===== config.mk =====
export PLATFORM = sky130hd
export DESIGN_NAME = avr_alu_register_ops_top
export DESIGN_NICKNAME = d
export VERILOG_FILES = /design/src/hdl/avr_alu_pkg.sv /design/src/hdl/avr_alu_register_ops_top.sv
export SDC_FILE = /design/constraint.sdc
export NUM_CORES = 1
export LEC_CHECK = 0
export BUFFER_PORTS_ARGS = -buffer_cell sky130_fd_sc_hd__buf_4
export CAP_MARGIN = 10
export CELL_PAD_IN_SITES_DETAIL_PLACEMENT = 1
export CELL_PAD_IN_SITES_GLOBAL_PLACEMENT = 1
export CORE_MARGIN = 10
export CORE_UTILIZATION = 54
export CTS_CLUSTER_DIAMETER = 200
export DETAILED_ROUTE_END_ITERATION = 10
export PLACE_DENSITY_LB_ADDON = 0.1
export SLEW_MARGIN = 20
export SYNTH_ARGS = -nofsm -noshare
export SYNTH_HDL_FRONTEND = slang
export SYNTH_SLANG_ARGS = --single-unit
export TNS_END_PERCENT = 10

===== constraint.sdc =====
create_clock -name clk -period 8.9 [get_ports clk]
set_input_delay 1.335 -clock clk [delete_from_list [all_inputs] [get_ports clk]]
set_output_delay 1.335 -clock clk [all_outputs]
set_load 0.01 [all_outputs]

===== src/hdl/avr_alu_pkg.sv =====
// Package for the AVR ALU register block: command codes, flag bit positions
// and register file geometry. No dependencies.
`default_nettype none

package avr_alu_pkg;

  // Command codes carried on the input tuser field.
  typedef enum logic [3:0] {
    CMD_CPC    = 4'd0,
    CMD_ADD    = 4'd1,
    CMD_SBC    = 4'd2,
    CMD_MOVW   = 4'd3,
    CMD_MULS   = 4'd4,
    CMD_MULSU  = 4'd5,
    CMD_FMUL   = 4'd6,
    CMD_FMULS  = 4'd7,
    CMD_FMULSU = 4'd8,
    CMD_LDR    = 4'd9,
    CMD_LDF    = 4'd10
  } cmd_t;

  // Status flag bit positions.
  localparam int FLAG_C = 0;
  localparam int FLAG_Z = 1;
  localparam int FLAG_N = 2;
  localparam int FLAG_V = 3;
  localparam int FLAG_S = 4;
  localparam int FLAG_H = 5;
  localparam int FLAG_W = 6;

  // Register file stored as rows of two bytes (even register in the low byte).
  localparam int RF_ROWS = 16;
  localparam int ROW_AW  = 4;

  typedef logic [15:0]       row_t;
  typedef logic [FLAG_W-1:0] flags_t;

endpackage

`default_nettype wire


===== src/hdl/avr_alu_register_ops_top.sv =====
// Top level of the AVR ALU register block: register file memory, ALU and
// multiplier stage, output register. Depends on avr_alu_pkg.
`default_nettype none

// A result beat passes the memory read register, then execute and write back into
// the output register. Throughput: one beat per cycle while the output is not
// stalled, as the register file memory is read at accept and written at commit;
// a write that hits a row read in the same cycle is forwarded.
// Reset (rst_n low, synchronous) clears all flags, the row valid bits and the pipeline;
// a row that has never been written reads as zero, so no clearing pass is needed.
module avr_alu_register_ops_top
  import avr_alu_pkg::*;
(
  input  wire logic        clk,
  input  wire logic        rst_n,
  // Input channel.
  input  wire logic        in_tvalid,
  output logic             in_tready,
  input  wire logic [23:0] in_tdata,  // [4:0] dest_reg, [9:5] src_reg, [17:10] load_value
  input  wire logic [3:0]  in_tuser,  // [3:0] command
  // Result channel.
  output logic             out_tvalid,
  input  wire logic        out_tready,
  output logic [23:0]      out_tdata  // [7:0] result_low, [15:8] result_high,
                                      // [21:16] status_flags
);

  // Register file: 16 rows of two bytes, read at two rows per cycle, written at one.
  row_t rf_mem [RF_ROWS];

  logic [RF_ROWS-1:0] vld_r;        // row has been written since reset
  flags_t             flags_r;

  // Execute stage registers.
  logic               s1_valid_r;
  cmd_t               s1_cmd_r;
  logic [4:0]         s1_dest_r;
  logic [4:0]         s1_src_r;
  logic [7:0]         s1_lv_r;
  row_t               q_a_r;        // memory read data, destination row
  row_t               q_b_r;        // memory read data, source row
  logic               va_r, vb_r;   // row valid at read time
  logic               fa_r, fb_r;   // row was written in the read cycle
  row_t               fwd_data_r;

  // Output register.
  logic               out_valid_r;
  logic [23:0]        out_data_r;

  logic               in_accept;
  logic               commit;
  logic [ROW_AW-1:0]  rd_row_a, rd_row_b;

  logic               wr_en;
  logic [ROW_AW-1:0]  wr_row;
  row_t               wr_data;
  logic [7:0]         res_lo, res_hi;
  flags_t             flags_nxt;

  row_t               row_a, row_b;
  logic [7:0]         op_d, op_r;
  logic [8:0]         diff9, sum9;
  logic [7:0]         bor, cy;
  logic               a_signed, b_signed, frac;
  logic [8:0]         mul_a, mul_b;
  logic signed [17:0] prod_s;
  logic [15:0]        prod16, mul_val;

  // The execute stage moves on when the output register is free or being emptied.
  assign commit    = s1_valid_r && (!out_valid_r || out_tready);
  assign in_tready = !s1_valid_r || commit;
  assign in_accept = in_tvalid && in_tready;

  assign rd_row_a = in_tdata[4:1];
  assign rd_row_b = in_tdata[9:6];

  // Memory: read at accept, write at commit.
  always_ff @(posedge clk) begin
    if (in_accept) begin
      q_a_r <= rf_mem[rd_row_a];
      q_b_r <= rf_mem[rd_row_b];
    end
    if (wr_en) begin
      rf_mem[wr_row] <= wr_data;
    end
  end

  // Execute stage payload. A row written at the same edge as it is read is taken
  // from the write data instead of the (stale) memory output.
  always_ff @(posedge clk) begin
    if (in_accept) begin
      s1_cmd_r   <= cmd_t'(in_tuser);
      s1_dest_r  <= in_tdata[4:0];
      s1_src_r   <= in_tdata[9:5];
      s1_lv_r    <= in_tdata[17:10];
      va_r       <= vld_r[rd_row_a];
      vb_r       <= vld_r[rd_row_b];
      fa_r       <= wr_en && (wr_row == rd_row_a);
      fb_r       <= wr_en && (wr_row == rd_row_b);
      fwd_data_r <= wr_data;
    end
  end

  // Control state.
  always_ff @(posedge clk) begin
    if (!rst_n) begin
      s1_valid_r  <= 1'b0;
      out_valid_r <= 1'b0;
      flags_r     <= '0;
      vld_r       <= '0;
    end else begin
      if (in_tready) begin
        s1_valid_r <= in_tvalid;
      end
      if (commit) begin
        out_valid_r <= 1'b1;
      end else if (out_tready) begin
        out_valid_r <= 1'b0;
      end
      if (commit) begin
        flags_r <= flags_nxt;
      end
      if (wr_en) begin
        vld_r[wr_row] <= 1'b1;
      end
    end
  end

  always_ff @(posedge clk) begin
    if (commit) begin
      out_data_r <= {2'b00, flags_nxt, res_hi, res_lo};
    end
  end

  assign out_tvalid = out_valid_r;
  assign out_tdata  = out_data_r;

  // Operand rows after forwarding; a row never written reads as zero.
  assign row_a = fa_r ? fwd_data_r : (va_r ? q_a_r : '0);
  assign row_b = fb_r ? fwd_data_r : (vb_r ? q_b_r : '0);
  assign op_d  = s1_dest_r[0] ? row_a[15:8] : row_a[7:0];
  assign op_r  = s1_src_r[0]  ? row_b[15:8] : row_b[7:0];

  // Subtract with carry in (CPC, SBC) and add (ADD).
  assign diff9 = {1'b0, op_d} - {1'b0, op_r} - {8'b0, flags_r[FLAG_C]};
  assign sum9  = {1'b0, op_d} + {1'b0, op_r};
  assign bor   = (~op_d & op_r) | (op_r & diff9[7:0]) | (diff9[7:0] & ~op_d);
  assign cy    = (op_d & op_r) | (op_r & ~sum9[7:0]) | (~sum9[7:0] & op_d);

  // Multiplier: both operands are widened to nine bits so that one signed
  // multiply covers signed, unsigned and mixed forms.
  assign a_signed = (s1_cmd_r != CMD_FMUL);
  assign b_signed = (s1_cmd_r == CMD_MULS) || (s1_cmd_r == CMD_FMULS);
  assign frac     = (s1_cmd_r == CMD_FMUL) || (s1_cmd_r == CMD_FMULS) ||
                    (s1_cmd_r == CMD_FMULSU);
  assign mul_a    = {a_signed & op_d[7], op_d};
  assign mul_b    = {b_signed & op_r[7], op_r};
  assign prod_s   = $signed(mul_a) * $signed(mul_b);
  assign prod16   = prod_s[15:0];
  assign mul_val  = frac ? {prod16[14:0], 1'b0} : prod16;

  always_comb begin
    res_lo    = 8'h00;
    res_hi    = 8'h00;
    flags_nxt = flags_r;
    wr_en     = 1'b0;
    wr_row    = s1_dest_r[4:1];
    wr_data   = row_a;
    case (s1_cmd_r)
      CMD_CPC, CMD_SBC: begin
        res_lo            = diff9[7:0];
        flags_nxt[FLAG_C] = bor[7];
        flags_nxt[FLAG_H] = bor[3];
        flags_nxt[FLAG_Z] = (diff9[7:0] == 8'h00) && flags_r[FLAG_Z];
        flags_nxt[FLAG_N] = diff9[7];
        flags_nxt[FLAG_V] = (op_d[7] & ~op_r[7] & ~diff9[7]) |
                            (~op_d[7] & op_r[7] & diff9[7]);
        flags_nxt[FLAG_S] = flags_nxt[FLAG_N] ^ flags_nxt[FLAG_V];
        if (s1_cmd_r == CMD_SBC) begin
          wr_en   = 1'b1;
          wr_data = s1_dest_r[0] ? {diff9[7:0], row_a[7:0]} : {row_a[15:8], diff9[7:0]};
        end
      end
      CMD_ADD: begin
        res_lo            = sum9[7:0];
        flags_nxt[FLAG_C] = cy[7];
        flags_nxt[FLAG_H] = cy[3];
        flags_nxt[FLAG_Z] = (sum9[7:0] == 8'h00);
        flags_nxt[FLAG_N] = sum9[7];
        flags_nxt[FLAG_V] = (op_d[7] & op_r[7] & ~sum9[7]) |
                            (~op_d[7] & ~op_r[7] & sum9[7]);
        flags_nxt[FLAG_S] = flags_nxt[FLAG_N] ^ flags_nxt[FLAG_V];
        wr_en             = 1'b1;
        wr_data = s1_dest_r[0] ? {sum9[7:0], row_a[7:0]} : {row_a[15:8], sum9[7:0]};
      end
      CMD_MOVW: begin
        res_lo  = row_b[7:0];
        res_hi  = row_b[15:8];
        wr_en   = 1'b1;
        wr_data = row_b;
      end
      CMD_MULS, CMD_MULSU, CMD_FMUL, CMD_FMULS, CMD_FMULSU: begin
        res_lo            = mul_val[7:0];
        res_hi            = mul_val[15:8];
        flags_nxt[FLAG_C] = prod16[15];
        flags_nxt[FLAG_Z] = (mul_val == 16'h0000);
        wr_en             = 1'b1;
        wr_row            = '0;
        wr_data           = mul_val;
      end
      CMD_LDR: begin
        res_lo  = s1_lv_r;
        wr_en   = 1'b1;
        wr_data = s1_dest_r[0] ? {s1_lv_r, row_a[7:0]} : {row_a[15:8], s1_lv_r};
      end
      CMD_LDF: begin
        flags_nxt = s1_lv_r[FLAG_W-1:0];
      end
      default: begin
      end
    endcase
    if (!commit) begin
      wr_en = 1'b0;
    end
  end

  // A product always lands in row zero, which then reads as written.
  a_mul_row0: assert property (@(posedge clk) disable iff (!rst_n)
    commit && (s1_cmd_r == CMD_MULS || s1_cmd_r == CMD_FMUL) |=> vld_r[0])
    else $error("multiply did not mark row zero written");

  // MOVW and register loads leave the flags alone.
  a_flags_kept: assert property (@(posedge clk) disable iff (!rst_n)
    commit && (s1_cmd_r == CMD_MOVW || s1_cmd_r == CMD_LDR) |=> flags_r == $past(flags_r))
    else $error("flags changed on a flag-neutral command");

  // A write that hits a row read in the same cycle must be forwarded.
  a_forward: assert property (@(posedge clk) disable iff (!rst_n)
    in_accept && wr_en && (wr_row == rd_row_a) |=> fa_r)
    else $error("missed forwarding into the destination row");

  // Arithmetic results carry a zero high byte.
  a_high_zero: assert property (@(posedge clk) disable iff (!rst_n)
    commit && (s1_cmd_r == CMD_ADD || s1_cmd_r == CMD_SBC || s1_cmd_r == CMD_CPC)
    |=> out_tvalid && out_tdata[15:8] == 8'h00)
    else $error("nonzero high byte on an arithmetic result");

endmodule

`default_nettype wire


Word-level counts from Yosys, hierarchy flattened
Memory sizes are Yosys's and may differ from the RTL's. A register that Yosys moved wholly into a read port is not among the register bits.
Cells that the tools add are included.
{ "word_totals": {"wordCells": 118, "ramBits": 256, "out_inout_bits": 26, "memories": 1, "regBits": 84} }
{ "mem_list": {"columns": ["name", "words", "word_bits", "rd", "rd_ports_with_merged_regs", "wr", "line", "rtl"], "rows": [
  ["rf_mem", 16, 16, 2, 2, 1, "avr_alu_register_ops_top.sv:29", "row_t rf_mem [RF_ROWS];"]
]} }
{ "op_classes": {"reduce_logical": 21, "bitwise": 31, "order_cmp": 4, "eq_ne": 13, "multipliers": 1, "n_addsub": 3, "mux": 30} }
{ "op_table": {"columns": ["operator", "n"], "rows": [
  ["16-bit 2-to-1 mux", 9],
  ["16-bit one-hot mux with 5 select lines", 1],
  ["8-bit bitwise AND", 6],
  ["8-bit one-hot mux with 5 select lines", 1],
  ["8-bit OR", 4],
  ["4-bit by 3-bit equality test with 1-bit output, second input constant", 4],
  ["16-bit logical NOT", 1],
  ["8-bit logical NOT", 2],
  ["9-bit by 9-bit multiplier with 16-bit output", 1],
  ["8-bit 2-to-1 mux", 2],
  ["8-bit inverter", 2],
  ["16-bit OR", 1],
  ["8-bit one-hot mux with 2 select lines", 1],
  ["4-bit by 5-bit < comparator with 1-bit output, second input constant", 3],
  ["4-bit equality test, second input constant", 3],
  ["4-bit one-hot mux with 3 select lines", 1],
  ["1-bit bitwise AND", 10],
  ["1-bit 2-to-1 mux", 9],
  ["8-bit adder", 1],
  ["1-bit binary-select mux with 4-bit select", 2],
  ["4-bit by 2-bit equality test with 1-bit output, second input constant", 2],
  ["4-bit equality test", 2],
  ["2-bit one-hot mux with 4 select lines", 1],
  ["8-bit OR reduction", 1],
  ["other kinds (18)", 33]
]} }

Longest topological paths before layout
{ "logic_depth": {"depth_word": 10, "mapped_depth": 27, "mapped_depth_nobuf": 26} }

Worst setup path after synthesis
OpenSTA, ideal clock, no wires.
{ "synth_path": {"path_type": "register -> register", "start": "register fa_r", "end": "register fwd_data_r[14], data pin", "stages_incl_launch_ff": 26, "setup_ns": 0.297, "arrival_ns": 6.522, "period_less_slack_ns": 6.818, "path_buffers": 2, "setup_slack_ns": 2.082, "cell_sequence": "edfxtp_1 > buf_6 > nor2b_1 > clkbuf_1 > a22o_1 > nor2_1 > a21oi_1 > ha_1 > inv_1 > fa_1 > fa_1 > inv_1 > fa_1 > inv_1 > fa_1 > fa_1 > inv_1 > ha_1 > o21ai_0 > o21ai_0 > a21oi_1 > xnor2_1 > o21ai_0 > o21ai_0 > o21ai_0 > a21oi_1"} }
{ "synth_via": {"elab_chain_cells": 7, "elab_cells_between_ends": 13, "classes_between": "add/sub (3); mul (1); mux (8); bitwise (1)"} }
{ "synth_lines": {"columns": ["item", "line", "rtl"], "rows": [
  ["start, declared", "avr_alu_register_ops_top.sv:43", "logic fa_r, fb_r;"],
  ["start signal, assigned", "avr_alu_register_ops_top.sv:98", "fa_r <= wr_en && (wr_row == rd_row_a);"],
  ["16-bit 2-to-1 mux *", "avr_alu_register_ops_top.sv:139", "assign row_a = fa_r ? fwd_data_r : (va_r ? q_a_r : '0);"],
  ["branches (longest 5 deep; another with 9-bit by 9-bit multiplier with 16-bit output)", null, null],
  ["16-bit one-hot mux with 5 select lines *", "avr_alu_register_ops_top.sv:169", "case (s1_cmd_r)"],
  ["named net wr_data[14]", "avr_alu_register_ops_top.sv:56", "row_t wr_data;"],
  ["end signal, assigned", "avr_alu_register_ops_top.sv:100", "fwd_data_r <= wr_data;"],
  ["end, declared", "avr_alu_register_ops_top.sv:44", "row_t fwd_data_r;"]
]} }
Mark *: on every way through the listed nets, which the timed path passes.
A chain may end at the register's enable or synchronous reset.

Final worst setup path
{ "layout_path": {"start": "register fa_r", "end": "memory rf_mem[4][12] (netlist bit), data pin"} }
{ "layout_via": {"elab_chain_cells": 7, "elab_cells_between_ends": 13, "classes_between": "add/sub (3); mul (1); mux (8); bitwise (1)"} }
{ "layout_lines": {"columns": ["item", "line"], "rows": [
  ["16-bit 2-to-1 mux *", "avr_alu_register_ops_top.sv:139"],
  ["branches (longest 5 deep; another with 9-bit by 9-bit multiplier with 16-bit output)", null],
  ["16-bit one-hot mux with 5 select lines *", "avr_alu_register_ops_top.sv:169"],
  ["named net wr_data[12]", "avr_alu_register_ops_top.sv:56"],
  ["end, declared", "avr_alu_register_ops_top.sv:29"]
]} }
Marks and branches as above.

==> reports/qor.txt <==
total track usage: 0.265
initial core utilization: 0.546
Clock Skew: 0.0228 ns
Reg2Reg Capture Point: rf_mem[4][12]
measured slew at the worst slew-check pin: 1.15 ns
CP arrival: 8.50 ns
n_diodes: 0
Max Root-Sink Buffers: 3
Post-CTS Resized: 0
CTS Hold Buffers Added: 0
crit path launch: fa_r
Synth area leaders: edfxtp_1 50%, mux4_2 18%, fa_1 6.5%, ha_1 3.3%, dfxtp_1 2.3%
final period utilization: 0.912
RR Startpoint: fa_r
min setup slack post-route: 0.781 ns
Core ar.: 38600 um2
Setup CP Type: flop to flop
VDD IR max: 0.174 mV
first-pass GRT wire length: 93200 um
adder-cell area share of the yosys netlist: 0.0971
nature of the critical path startpoint: flop
Synth cell types: 73
# rows: 72
total CTS buffers: 40
CTS H-tree depth: 2
largest family of logic cells by synthesized area: multiplexers
Achievable Freq: 123 MHz
simple-gate portion of the synthesized area: 0.0620
clock sink total: 372
Worst-Skew Late Latency: 0.57 ns
Port Buf Inserts: 49
vias in the first global route: 14400
top-area cell type share of the netlist area: 0.495
First-pass DRT Iterations: 7
CP max-delay cell: nor2b_1
Routed WL per cell: 30.2 um
PwrDens: 219 nW/um2
drt initial violations: 1198
largest net degree at the start of global routing: 73
RSZ-0062 raised after global routing: false
Chip Height: 218 um
pre-CTS setup slack: 0.954 ns
Slew Viols, Final: 0
Top-Level Pins: 58
Routability Congestion: 0.914
Worst path max stage delay: 0.81 ns
ANT nets after route: 0
# nets final: 1654
Post-route DRC: 0
synthesized area: 21100 um2
Compound-Gate Fraction of Synth Area: 0.0796
worst hold path class: flop to flop
CTS tree: done
leakage: 0.00824 uW
share of cells above drive strength 1: 0.237
Area Overhead vs Synth: 11.0%
critical path depth: 25
number of enable flip-flop cells after synthesis: 348
via-per-instance ratio: 6.64
vias: 13500
slew margin rel.: 0.235
Post-CTS Setup Repair Bufs: 0
maxcap violations: 0
Final Hold Fails: 0
CP Buf/Inv Count: 6
Seq/Total Area, Yosys: 0.518
Top Family by Delay on Critical Path: adder cells
die width: 218 um
Avg Cell Area, Syn: 14.6 um2
reg2reg path depth: 25
Root Driver: clkbuf_16
synthesis-stage register bit count: 372
CP required: 9.28 ns
setup TNS: 0 ns
worst-path fanout max: 24
Syn. warnings: 0
main flop type after synthesis: edfxtp_1
placed cell area: 22200 um2
clock-pin slew on the worst setup and hold paths: 0.06 ns
status: finished, final reports clean
die area: 47400 um2
setup violators final: 0
post-route cell area: 23400 um2
Synth area leader: edfxtp_1
Critical Path Sink: rf_mem[4][12]
XOR/XNOR Fraction of Synth Area: 0.0148
Post-synth ARST share: 0
initial antenna violation count: 1
total wire length: 61700 um
global route total overflow: 0
Final Critical Period: 8.12 ns
Synth top cells by count: 348 x edfxtp_1, 170 x mux4_2, 102 x inv_1, 102 x nand2_1, 81 x nor2_1
Post-Syn Instances: 1445
mux cell area share after synthesis: 0.192
flop2flop setup slack: 0.78 ns
hpwl dp: 41700 um
Worst setup EP type: flop
most common cell in the netlist: edfxtp_1
## per-stage QoR
step           total power [uW]  cells  hold slack [ns]   util
2_1_floorplan              3080   1446            0.444      -
3_3_place_gp               3560   1974            0.454  0.575
3_5_place_dp               3610   1975            0.465  0.575
4_1_cts                    5160   2041            0.474  0.606
5_1_grt                    5380   2041            0.501  0.606
6_report                   5140   2041            0.468  0.606
## flip-flops by register name, indices dropped and copies added (netlist names), 4 cells and up
name        flops
s1_lv_r         8
q_b_r          16
fwd_data_r     16
flags_r         6
q_a_r          16
out_tdata      22
s1_dest_r       5
s1_cmd_r        4
vld_r          16
rf_mem        256
## layer usage
layer,track usage,vias up,wire (um)
met5,0,-,0
met4,0.115,0,2700
met3,0.0447,144,4270
met2,0.440,580,30800
met1,0.340,7131,23900
li1,-,5690,-
## where the power goes
group          switching, uW  internal (uW)
Sequential              39.5           2080
Clock                    673            881
Combinational            934            534
## worst min-delay path, delay by kind of cell (launching register included)
family,cells,cell delay (ns)
flops,1,0.31
compound gates,1,0.07
simple gates,1,0.05
## worst min-delay path by stage
stage	from	endpoint	slack [ns]	depth (start not counted)
6_report	flags_r[5]	flags_r[5]	0.47	2
5_1_grt	vld_r[14]	vld_r[14]	0.50	1
4_1_cts	flags_r[5]	flags_r[5]	0.47	2
3_5_place_dp	flags_r[5]	flags_r[5]	0.47	2
3_3_place_gp	flags_r[5]	flags_r[5]	0.45	2
2_1_floorplan	flags_r[5]	flags_r[5]	0.44	2
## placed cells by master (no fill, tap or decap), types with 8 or more instances in the layout
cell type / netlist / routed
a211oi_1: 10 / 10
a21oi_1: 71 / 71
a22oi_1: 19 / 19
and2_1: 16 / 15
buf_4: 3 / 99
clkbuf_1: 64 / 9
clkbuf_16: 0 / 40
dfxtp_1: 24 / 24
edfxtp_1: 348 / 348
fa_1: 68 / 68
ha_1: 55 / 55
inv_1: 102 / 102
mux2i_1: 20 / 20
mux4_2: 170 / 170
nand2_1: 102 / 102
nand3_1: 12 / 12
nand3b_1: 8 / 8
nor2_1: 81 / 72
nor3_1: 17 / 9
nor3_2: 0 / 8
nor4_1: 9 / 9
o211ai_1: 14 / 14
o21a_1: 25 / 25
o21ai_0: 39 / 39
o22ai_1: 15 / 15
xnor2_1: 18 / 18
xor2_1: 14 / 14
## cell type report
class | instances | area (um2)
Tap cell | 518 | 648
Inverter | 104 | 395
Clock buffer | 52 | 1080
Timing Repair Buffer | 99 | 743
Fill cell | 3619 | 15200
Clock inverter | 14 | 129
Multi-Input combinational cell | 882 | 9500
Sequential cell | 372 | 10900
## kinds of logic after synthesis
logic type                 count (synthesis)
muxes                                    192
DFF                                      372
adders and majority gates                123
xor gates and xnor gates                  34
and+or+nand+nor                          279
other                                      1
AOI/OAI and AO/OA                        252
buffers and inverters                    192
No activity file was read; power rests on OpenSTA's default activity.
